### config.mk
export PLATFORM = sky130hd
export DESIGN_NAME = sorted_list_merge
export DESIGN_NICKNAME = d
export VERILOG_FILES = /design/src/slm_pkg.sv /design/src/slm_datapath.sv /design/src/slm_ctrl.sv /design/src/sorted_list_merge.sv
export VERILOG_INCLUDE_DIRS = /design/src /design/src/src
export SDC_FILE = /design/constraint.sdc
export NUM_CORES = 2
export LEC_CHECK = 0
export BUFFER_PORTS_ARGS = -buffer_cell sky130_fd_sc_hd__buf_2
export CAP_MARGIN = 15
export CORE_MARGIN = 10
export CORE_UTILIZATION = 36
export DETAILED_ROUTE_END_ITERATION = 12
export PLACE_DENSITY = 0.52
export SETUP_SLACK_MARGIN = 0.02
export SLEW_MARGIN = 20
export SYNTH_ARGS = -nofsm -noshare
export SYNTH_HDL_FRONTEND = slang
export SYNTH_SLANG_ARGS = --single-unit
### constraint.sdc
create_clock -name clk -period 4.9 [get_ports clk]
set_clock_uncertainty 0.15 [all_clocks]
set_input_delay 0.98 -clock clk [delete_from_list [all_inputs] [get_ports clk]]
set_output_delay 0.98 -clock clk [all_outputs]
set_load 0.005 [all_outputs]
### src/sorted_list_merge_defines.svh
// Assertion macros shared by the merge block's modules.
`ifndef SORTED_LIST_MERGE_DEFINES_SVH
`define SORTED_LIST_MERGE_DEFINES_SVH

// Consequent must hold in the same cycle as the antecedent.
`define SLM_ASSERT_NOW(lbl, ante, cons, msg) \
  lbl: assert property (@(posedge clk) disable iff (!rst_n) (ante) |-> (cons)) \
    else $error(msg);

// Consequent must hold in the cycle after the antecedent.
`define SLM_ASSERT_NEXT(lbl, ante, cons, msg) \
  lbl: assert property (@(posedge clk) disable iff (!rst_n) (ante) |=> (cons)) \
    else $error(msg);

`endif

### src/slm_pkg.sv
package slm_pkg;

  localparam int LIST_DEPTH = 32;
  localparam int DATA_W     = 32;
  localparam int PTR_W      = (LIST_DEPTH > 1) ? $clog2(LIST_DEPTH) : 1;
  localparam int CNT_W      = $clog2(LIST_DEPTH + 1);

  localparam logic [CNT_W-1:0] CNT_FULL = CNT_W'(LIST_DEPTH);

  localparam logic [1:0] OP_PUSH_A = 2'd0;
  localparam logic [1:0] OP_PUSH_B = 2'd1;
  localparam logic [1:0] OP_TAKE   = 2'd2;

  typedef enum logic [1:0] {
    ST_ACCEPTED = 2'd0,
    ST_FULL     = 2'd1,
    ST_GIVEN    = 2'd2,
    ST_EMPTY    = 2'd3
  } status_t;

  typedef struct packed {
    logic [1:0]               op;
    logic signed [DATA_W-1:0] value;
  } in_item_t;

  typedef struct packed {
    status_t                  status;
    logic signed [DATA_W-1:0] merged_value;
    logic                     from_list_b;
  } out_item_t;

  typedef enum logic {
    S_IDLE = 1'b0,
    S_EXEC = 1'b1
  } state_t;

  typedef struct packed {
    logic capture;
    logic load;
  } cmd_t;

endpackage

### src/slm_datapath.sv
`include "sorted_list_merge_defines.svh"

module slm_datapath (
  input  logic              clk,
  input  logic              rst_n,
  input  slm_pkg::in_item_t in_data,
  input  slm_pkg::cmd_t     cmd,
  output slm_pkg::out_item_t out_data
);
  import slm_pkg::*;

  logic [DATA_W-1:0] mem_a [LIST_DEPTH];
  logic [DATA_W-1:0] mem_b [LIST_DEPTH];

  in_item_t          item_r;
  logic [DATA_W-1:0] rd_a_r, rd_b_r;
  logic [PTR_W-1:0]  head_a_r, head_a_nxt, head_b_r, head_b_nxt;
  logic [CNT_W-1:0]  count_a_r, count_a_nxt, count_b_r, count_b_nxt;
  out_item_t         out_r, out_nxt;

  logic              wr_a, wr_b;
  logic [PTR_W-1:0]  tail_a, tail_b;
  logic              has_a, has_b, take_a, is_take;

  function automatic logic [PTR_W-1:0] wrap_add(input logic [PTR_W-1:0] base,
                                                input logic [CNT_W-1:0] offs);
    logic [CNT_W:0] sum;
    sum = (CNT_W+1)'(base) + (CNT_W+1)'(offs);
    if (sum >= (CNT_W+1)'(LIST_DEPTH)) begin
      sum = sum - (CNT_W+1)'(LIST_DEPTH);
    end
    return sum[PTR_W-1:0];
  endfunction

  assign tail_a  = wrap_add(head_a_r, count_a_r);
  assign tail_b  = wrap_add(head_b_r, count_b_r);
  assign has_a   = (count_a_r != '0);
  assign has_b   = (count_b_r != '0);
  assign is_take = (item_r.op != OP_PUSH_A) && (item_r.op != OP_PUSH_B);
  // Ties go to list B, so A wins only on a strict less-than.
  assign take_a  = has_a && (!has_b || ($signed(rd_a_r) < $signed(rd_b_r)));

  always_comb begin
    head_a_nxt  = head_a_r;
    head_b_nxt  = head_b_r;
    count_a_nxt = count_a_r;
    count_b_nxt = count_b_r;
    out_nxt     = out_r;
    wr_a        = 1'b0;
    wr_b        = 1'b0;
    if (cmd.load) begin
      out_nxt.merged_value = '0;
      out_nxt.from_list_b  = 1'b0;
      if (item_r.op == OP_PUSH_A) begin
        if (count_a_r == CNT_FULL) begin
          out_nxt.status = ST_FULL;
        end else begin
          out_nxt.status = ST_ACCEPTED;
          wr_a           = 1'b1;
          count_a_nxt    = count_a_r + CNT_W'(1);
        end
      end else if (item_r.op == OP_PUSH_B) begin
        if (count_b_r == CNT_FULL) begin
          out_nxt.status = ST_FULL;
        end else begin
          out_nxt.status = ST_ACCEPTED;
          wr_b           = 1'b1;
          count_b_nxt    = count_b_r + CNT_W'(1);
        end
      end else if (!has_a && !has_b) begin
        out_nxt.status = ST_EMPTY;
      end else begin
        out_nxt.status = ST_GIVEN;
        if (take_a) begin
          out_nxt.merged_value = $signed(rd_a_r);
          head_a_nxt           = wrap_add(head_a_r, CNT_W'(1));
          count_a_nxt          = count_a_r - CNT_W'(1);
        end else begin
          out_nxt.merged_value = $signed(rd_b_r);
          out_nxt.from_list_b  = 1'b1;
          head_b_nxt           = wrap_add(head_b_r, CNT_W'(1));
          count_b_nxt          = count_b_r - CNT_W'(1);
        end
      end
    end
  end

  always_ff @(posedge clk) begin
    if (!rst_n) begin
      head_a_r  <= '0;
      head_b_r  <= '0;
      count_a_r <= '0;
      count_b_r <= '0;
    end else begin
      head_a_r  <= head_a_nxt;
      head_b_r  <= head_b_nxt;
      count_a_r <= count_a_nxt;
      count_b_r <= count_b_nxt;
    end
  end

  always_ff @(posedge clk) begin
    if (cmd.capture) begin
      item_r <= in_data;
    end
    out_r <= out_nxt;
  end

  // The head entries are read every cycle, so the registered data follows each transfer.
  always_ff @(posedge clk) begin
    if (wr_a) begin
      mem_a[tail_a] <= item_r.value;
    end
    if (wr_b) begin
      mem_b[tail_b] <= item_r.value;
    end
    rd_a_r <= mem_a[head_a_r];
    rd_b_r <= mem_b[head_b_r];
  end

  assign out_data = out_r;

  `SLM_ASSERT_NOW(a_count_range, 1'b1,
    (count_a_r <= CNT_FULL) && (count_b_r <= CNT_FULL), "queue count beyond depth")
  `SLM_ASSERT_NEXT(a_empty_take, cmd.load && is_take && !has_a && !has_b,
    (out_r.status == ST_EMPTY) && (out_r.merged_value == '0), "empty take misreported")
  `SLM_ASSERT_NEXT(a_take_pops_one, cmd.load && is_take && (has_a || has_b),
    ((CNT_W+1)'(count_a_r) + (CNT_W+1)'(count_b_r) + (CNT_W+1)'(1)) ==
    ((CNT_W+1)'($past(count_a_r)) + (CNT_W+1)'($past(count_b_r))),
    "take did not remove exactly one entry")

endmodule

### src/slm_ctrl.sv
`include "sorted_list_merge_defines.svh"

module slm_ctrl (
  input  logic          clk,
  input  logic          rst_n,
  input  logic          in_valid,
  output logic          in_ready,
  input  logic          out_ready,
  output logic          out_valid,
  output slm_pkg::cmd_t cmd
);
  import slm_pkg::*;

  state_t state_r, state_nxt;
  logic   out_valid_r, out_valid_nxt;
  logic   out_busy;

  // The result register is free when empty or being drained this cycle.
  assign out_busy = out_valid_r && !out_ready;

  always_comb begin
    state_nxt     = state_r;
    in_ready      = 1'b0;
    cmd.capture   = 1'b0;
    cmd.load      = 1'b0;
    out_valid_nxt = out_busy;
    case (state_r)
      S_IDLE: begin
        in_ready    = 1'b1;
        cmd.capture = in_valid;
        if (in_valid) begin
          state_nxt = S_EXEC;
        end
      end
      S_EXEC: begin
        if (!out_busy) begin
          cmd.load      = 1'b1;
          out_valid_nxt = 1'b1;
          state_nxt     = S_IDLE;
        end
      end
      default: begin
        state_nxt = S_IDLE;
      end
    endcase
  end

  always_ff @(posedge clk) begin
    if (!rst_n) begin
      state_r     <= S_IDLE;
      out_valid_r <= 1'b0;
    end else begin
      state_r     <= state_nxt;
      out_valid_r <= out_valid_nxt;
    end
  end

  assign out_valid = out_valid_r;

  `SLM_ASSERT_NEXT(a_load_shows_result, cmd.load, out_valid_r, "loaded result not shown")
  `SLM_ASSERT_NOW(a_no_overwrite, cmd.load, !out_busy, "result overwritten before transfer")
  `SLM_ASSERT_NEXT(a_capture_then_exec, rst_n && cmd.capture, state_r == S_EXEC,
    "captured item not executed")

endmodule

### src/sorted_list_merge.sv
// Each item is captured in the idle state, while both queue heads are read from the
// registered-read memories; the exec state then compares, updates the queue and loads the result.
// A new item is taken only after the last has loaded its result; exec waits while a result is held.
// Results show in the cycle after the load; a new item is taken while a result waits.
// Synchronous active-low reset empties both queues; queue memory contents are not cleared.
module sorted_list_merge (
  input  logic               clk,
  input  logic               rst_n,
  input  logic               in_valid,
  output logic               in_ready,
  input  slm_pkg::in_item_t  in_data,
  output logic               out_valid,
  input  logic               out_ready,
  output slm_pkg::out_item_t out_data
);
  import slm_pkg::*;

  cmd_t cmd;

  slm_ctrl u_ctrl (
    .clk       (clk),
    .rst_n     (rst_n),
    .in_valid  (in_valid),
    .in_ready  (in_ready),
    .out_ready (out_ready),
    .out_valid (out_valid),
    .cmd       (cmd)
  );

  slm_datapath u_datapath (
    .clk      (clk),
    .rst_n    (rst_n),
    .in_data  (in_data),
    .cmd      (cmd),
    .out_data (out_data)
  );

endmodule

# Word level (Yosys, flattened, before mapping)
# Memory sizes are Yosys's and may differ from the RTL's. A register that Yosys moved wholly into a read port is not among the register bits.
# Index checks and enable logic that the tools add are counted.
# W data, S select, Z words.
# word_totals
reg_bits,93
mem_bits_rw,2048
inputBits,38
output_inout_bits,37
elab_cells,99
mem_count,2
# memory_table
memory,depth,word_bits,read_ports,rd_clocked_by_memory_dff,wr,line_no,rtl
u_datapath.mem_a,32,32,1,1,1,slm_datapath.sv:12,logic [DATA_W-1:0] mem_a [LIST_DEPTH];
u_datapath.mem_b,32,32,1,1,1,slm_datapath.sv:13,logic [DATA_W-1:0] mem_b [LIST_DEPTH];
# classes
addsub,12
order_cmp,5
eq_ne,9
muxes,39
n_bitwise,5
reduce_logical,16
# ops
cell,n
$mux W6,9
$lt A32 B32 Y1,1
$mux W32,1
$mux W1,22
$mux W5,4
$reduce_and A5 Y1,4
$sub A5 B1 Y5 const B,4
$add A5 B6 Y7,2
$ge A7 B6 Y1 const B,2
$add A5 B1 Y6 const B,2
$add A6 B1 Y6 const B,2
$eq A6 B6 Y1 const B,2
$ge A6 B6 Y1 const B,2
$reduce_bool A6 Y1,2
$sub A6 B1 Y6 const B,2
$ne A2 B1 Y1 const B,3
$ne A2 B2 Y1 const B,3
$not A1 Y1,5
$mux W2,2
$logic_and A1 B1 Y1,3
$logic_not A1 Y1,3
$reduce_or A3 Y1,1
$eq A2 B1 Y1 const B,1
$logic_not A2 Y1,1
3 further kinds,3

# Depth between registers and ports, before layout
# logic_depth
ltp_word,8
ltp_mapped,11
depth_no_buf,9

# Modules after synthesis
# From an unflattened synthesis, not the netlist that was laid out.
# unflattened
cells_unflattened,3583
area_unflattened_um2,84260.8
# modules_own_cells
mod,n_inst,cells_each,area_each_um2,seq_area_each_um2
slm_datapath,1,3574,84158.2,65292.6
slm_ctrl,1,9,102.6,40.0

# Least setup slack after synthesis
# OpenSTA, ideal clock, no wires.
# synth_path
path_kind,input to register
from,input port out_ready
to,memory u_datapath.mem_a[0][0] (enable)
setup_ps,421
t_arrival_ps,3487
required_ps,4329
path_slack_ps,842
path_stages,7
n_path_buf,2
path_cell_list,nand2b_1 -> nand2_1 -> or3_1 -> clkbuf_1 -> or3_1 -> clkbuf_1 -> nor2_1
# synth_between
elab_chain_len,7
# synth_lines
element,line_no,rtl
start: declaration,sorted_list_merge.sv:13,"input logic out_ready,"
$logic_not A1 Y1,slm_ctrl.sv:19,assign out_busy = out_valid_r && !out_ready;
$logic_and A1 B1 Y1,slm_ctrl.sv:19,
$mux W1,slm_ctrl.sv:36,if (!out_busy) begin
$mux W1,slm_ctrl.sv:27,case (state_r)
$mux W1,slm_datapath.sv:51,if (cmd.load) begin
$mux W1,slm_datapath.sv:111,if (wr_a) begin
$mux W1 (not written as such),slm_datapath.sv:112,mem_a[tail_a] <= item_r.value;
end: declaration,slm_datapath.sv:12,
# Every way passes these cells.

# Worst setup path after layout
# layout_path
from,register u_datapath.rd_b_r[14] (read register of u_datapath.mem_b)
to,"register u_datapath.out_r (netlist bit u_datapath.out_data[16]), data pin"
# layout_between
elab_chain_len,4
# layout_lines
element,line_no,rtl
start: declaration,slm_datapath.sv:16,"logic [DATA_W-1:0] rd_a_r, rd_b_r;"
$lt A32 B32 Y1,slm_datapath.sv:41,assign take_a = has_a && (!has_b || ($signed(rd_a_r) < $signed(rd_b_r)));
$logic_or A1 B1 Y1,slm_datapath.sv:41,
$logic_and A1 B1 Y1,slm_datapath.sv:41,
$mux W32,slm_datapath.sv:74,if (take_a) begin
end signal: assignment,slm_datapath.sv:106,out_r <= out_nxt;
end: declaration,slm_datapath.sv:19,"out_item_t out_r, out_nxt;"
# Every way passes these cells.
# A chain may end at the register's enable or synchronous reset.

==> metrics.yaml <==
num_rows: 177
fill_cells: 20000
synth.distinct_cells: 60
grt_pass1_wl_um: 293000
synth-async-reset-ratio_pct: 0
r2r_end: "u_datapath.out_data[16]"
chipWidth_um: 503
worst_pin_slew_ns: 1.03
cap_violations: 0
cpPeakStageDelay_ns: 0.69
ys_warn_count: 0
power.leakage_nw: 29.2
fin_util_pct: 41.5
worstPathCellList: "inv_1 > ha_1 > nand2_1 > nor4_1 > o311ai_0 > a2111oi_4 > o22ai_4 > a21oi_4 > buf_4 > a22o_1"
pwr-share-seq_pct: 51.1
synthSimpleGateAreaFrac_pct: 1.05
swShare_pct: 22.8
yosys.area_share.adder_pct: 0.824
track_usage_pct: 16.0
synth_enable_flop_cells: 2117
total_power_mw: 41.8
synth-compound-area-share_pct: 0.977
vias_per_cell: 5.31
clk_pin_slew_ns: 0.07
slew_headroom_pct: 31.0
grt_start_max_net_pins: 123
synth_xor_area_share_pct: 0.198
vias: 37200
period_needed_ns: 3.93
root_buffer: "clkbuf_16"
overflow: 0
yosys_register_bits: 2205
worstPathMaxFanout: 33
place_area_mm2: 0.0894
hold_buffers: 0
clock_sinks: 2205
cp-startpoint: "u_datapath.rd_b_r[14]"
slowest_stage: "a2111oi_4"
synth_top_area_share_pct: 75.6
critPathCaptureType: "register"
synthMuxAreaShare_pct: 18.2
path_delay_family: "compound AO/OA/AOI/OAI gates"
pwr-share-comb_pct: 9.4
cts_max_level: 4
drc_errors: 0
p_per_area_mw_per_mm2: 433
synthTopCellsByArea: "edfxtp_1, mux4_2, dfxtp_1"
reg2reg_from: "u_datapath.rd_b_r[14]"
arrival_ns: 4.48
cts_tree: "done"
critPathBufInv: 2
drive_gt1_share_pct: 33.0
outcome: "completed"
r2r_cells: 10
crit_type: "reg -> reg"
wl_per_cell_um: 29.2
hp-class: "in -> reg"
syn-mean-instance-area_um2: 23.9
start_util_pct: 36.2
dieHeight_um: 503
finalHoldViolCount: 0
setup_tns_ns: 0
drtAntennaViolNets: 0
ir_worst_vdd_v: 0.000383
dr.pass1.iters: 5
slew_violations: 0
die_area_mm2: 0.253
io_buffers: 74
worstSkewPairLatency_ns: 0.84
intPower_mw: 32.3
ys.flop_type: "edfxtp_1"
clk_path_buf_depth: 3
post_cts_resized: 0
hpwlAfterDp_um: 117000
yosys.area.top_type: "edfxtp_1"
worst_ep_required_time_ns: 5.45
pwr-share-clk_pct: 39.5
synth_fp_nets: 3604
core_mm2: 0.233
antenna_found_initial: 33
syn_area_mm2: 0.0841
finalWirelength_um: 205000
setup_viol: 0
layout.nets: 3871
cp-start-kind: "register"
syn_inst: 3513
grt_pass1_vias: 38800
power.switching_mw: 9.51
regArea_mm2: 0.0654
seq_area_frac_synth_pct: 77.7
synth_top_family_by_area: "multiplexers"
cts_setup_buffers: 0
reg2reg_slack_ns: 0.97
gp_congestion: 0.755
max_freq_ghz: 0.254
path_depth: 10
finalInstanceArea_mm2: 0.0965
numCtsBuffers: 218
io_pins: 75
multi_input_area_mm2: 0.0184
drt_iter0_markers: 4038
syn_to_final_growth_pct: 14.7
rsz0062_at_grt: "no"
fin_crit_sh_pct: 80.2
critical_path.endpoint: "u_datapath.out_data[16]"
-- kinds of logic after synthesis --
kind of cell,Yosys count
xor gates and xnor gates,19
adders and majority gates,53
buffers and inverters,210
muxes,724
DFF,2205
and+or+nand+nor,197
AOI/OAI and AO/OA,105
-- power by group through the flow --
stage	clock, mW	sequential, mW	combinational [mW]
after floorplan	0	21.7	2.64
after global placement	0	21.8	3.98
after detailed placement	0	21.8	4.01
after CTS	16.9	21.4	4.02
after global routing	17.6	21.4	4.29
final	16.5	21.4	3.94
-- stage by stage --
step / cells / hold WS [ns] / worst slack (ns)
detailed placement: 6602 / 0.332 / 0.844
finish: 7011 / 0.175 / 0.970
global route: 7003 / 0.132 / 0.785
CTS: 7001 / 0.106 / 0.861
floorplan: 3513 / 0.310 / 0.842
global placement: 6601 / 0.331 / 0.813
-- cell type report --
class / count / share of cell area, %
Timing Repair Buffer: 218 / 1.77
Tap cell: 3043 / 3.95
Multi-Input combinational cell: 1098 / 19.1
Clock inverter: 95 / 1.01
Clock buffer: 304 / 6.26
Inverter: 39 / 0.152
Sequential cell: 2205 / 67.8
Antenna cell: 9 / 0.0234
-- layer usage --
layer / share of wire, % / wire [um] / vias to the layer above / GRT usage (%)
met5: 0.023 / 48 / - / 0
met4: 2.3 / 4660 / 8 / 4.10
met3: 6.4 / 13200 / 287 / 3.18
met2: 48 / 98200 / 1063 / 25.6
met1: 43 / 88400 / 20300 / 22.6
li1: - / - / 15600 / -
-- synth_stat cells (all sizes together) (20+ instances only) --
cell and count:
a22o 32, mux2i 20, mux2 64, edfxtp 2117, nor2 79, mux4 640, inv 39, a21oi 32
buf 66, dfxtp 88, nand2 62, ha 49, clkbuf 105
-- how the worst min path moves through the flow --
stage / start / endpoint / slack (ns) / cells past startpoint
after floorplan: u_datapath.count_b_r[5] / u_datapath.count_b_r[5] / 0.31 / 2
final: in_data[19] / u_datapath.item_r[19] / 0.18 / 1
after global routing: in_data[20] / u_datapath.item_r[20] / 0.13 / 1
after global placement: u_datapath.count_b_r[5] / u_datapath.count_b_r[5] / 0.33 / 2
after CTS: in_data[30] / u_datapath.item_r[30] / 0.11 / 1
after detailed placement: u_datapath.count_b_r[5] / u_datapath.count_b_r[5] / 0.33 / 2
-- flip-flops by register name, summed over array words and instances, names as in the netlist, 5 cells and up --
register,cells
u_datapath.rd_a_r,32
u_datapath.out_data,35
u_datapath.mem_a,1024
u_datapath.mem_b,1024
u_datapath.head_a_r,5
u_datapath.count_a_r,6
u_datapath.item_r,34
u_datapath.rd_b_r,32
u_datapath.count_b_r,6
u_datapath.head_b_r,5
-- cell usage in the layout, fill, tap and decap left out, types with 19 or more instances in the layout --
master,count
a21oi_1,30
a22o_1,32
buf_12,19
buf_2,74
buf_4,123
bufinv_16,19
clkbuf_1,67
clkbuf_16,224
clkinv_1,39
clkinv_2,23
dfxtp_1,78
edfxtp_1,2117
ha_1,49
inv_1,37
mux2_2,64
mux2i_1,20
mux4_2,640
nand2_1,62
nor2_4,64
-- worst register-to-register path: stages, from the launching register on --
cell	delay [ns]
dfxtp_1	0.48
inv_1	0.08
ha_1	0.28
nand2_1	0.09
nor4_1	0.48
o311ai_0	0.41
a2111oi_4	0.69
o22ai_4	0.29
a21oi_4	0.21
buf_4	0.38
a22o_1	0.27
Note: power is estimated with default switching activity, not from simulation.
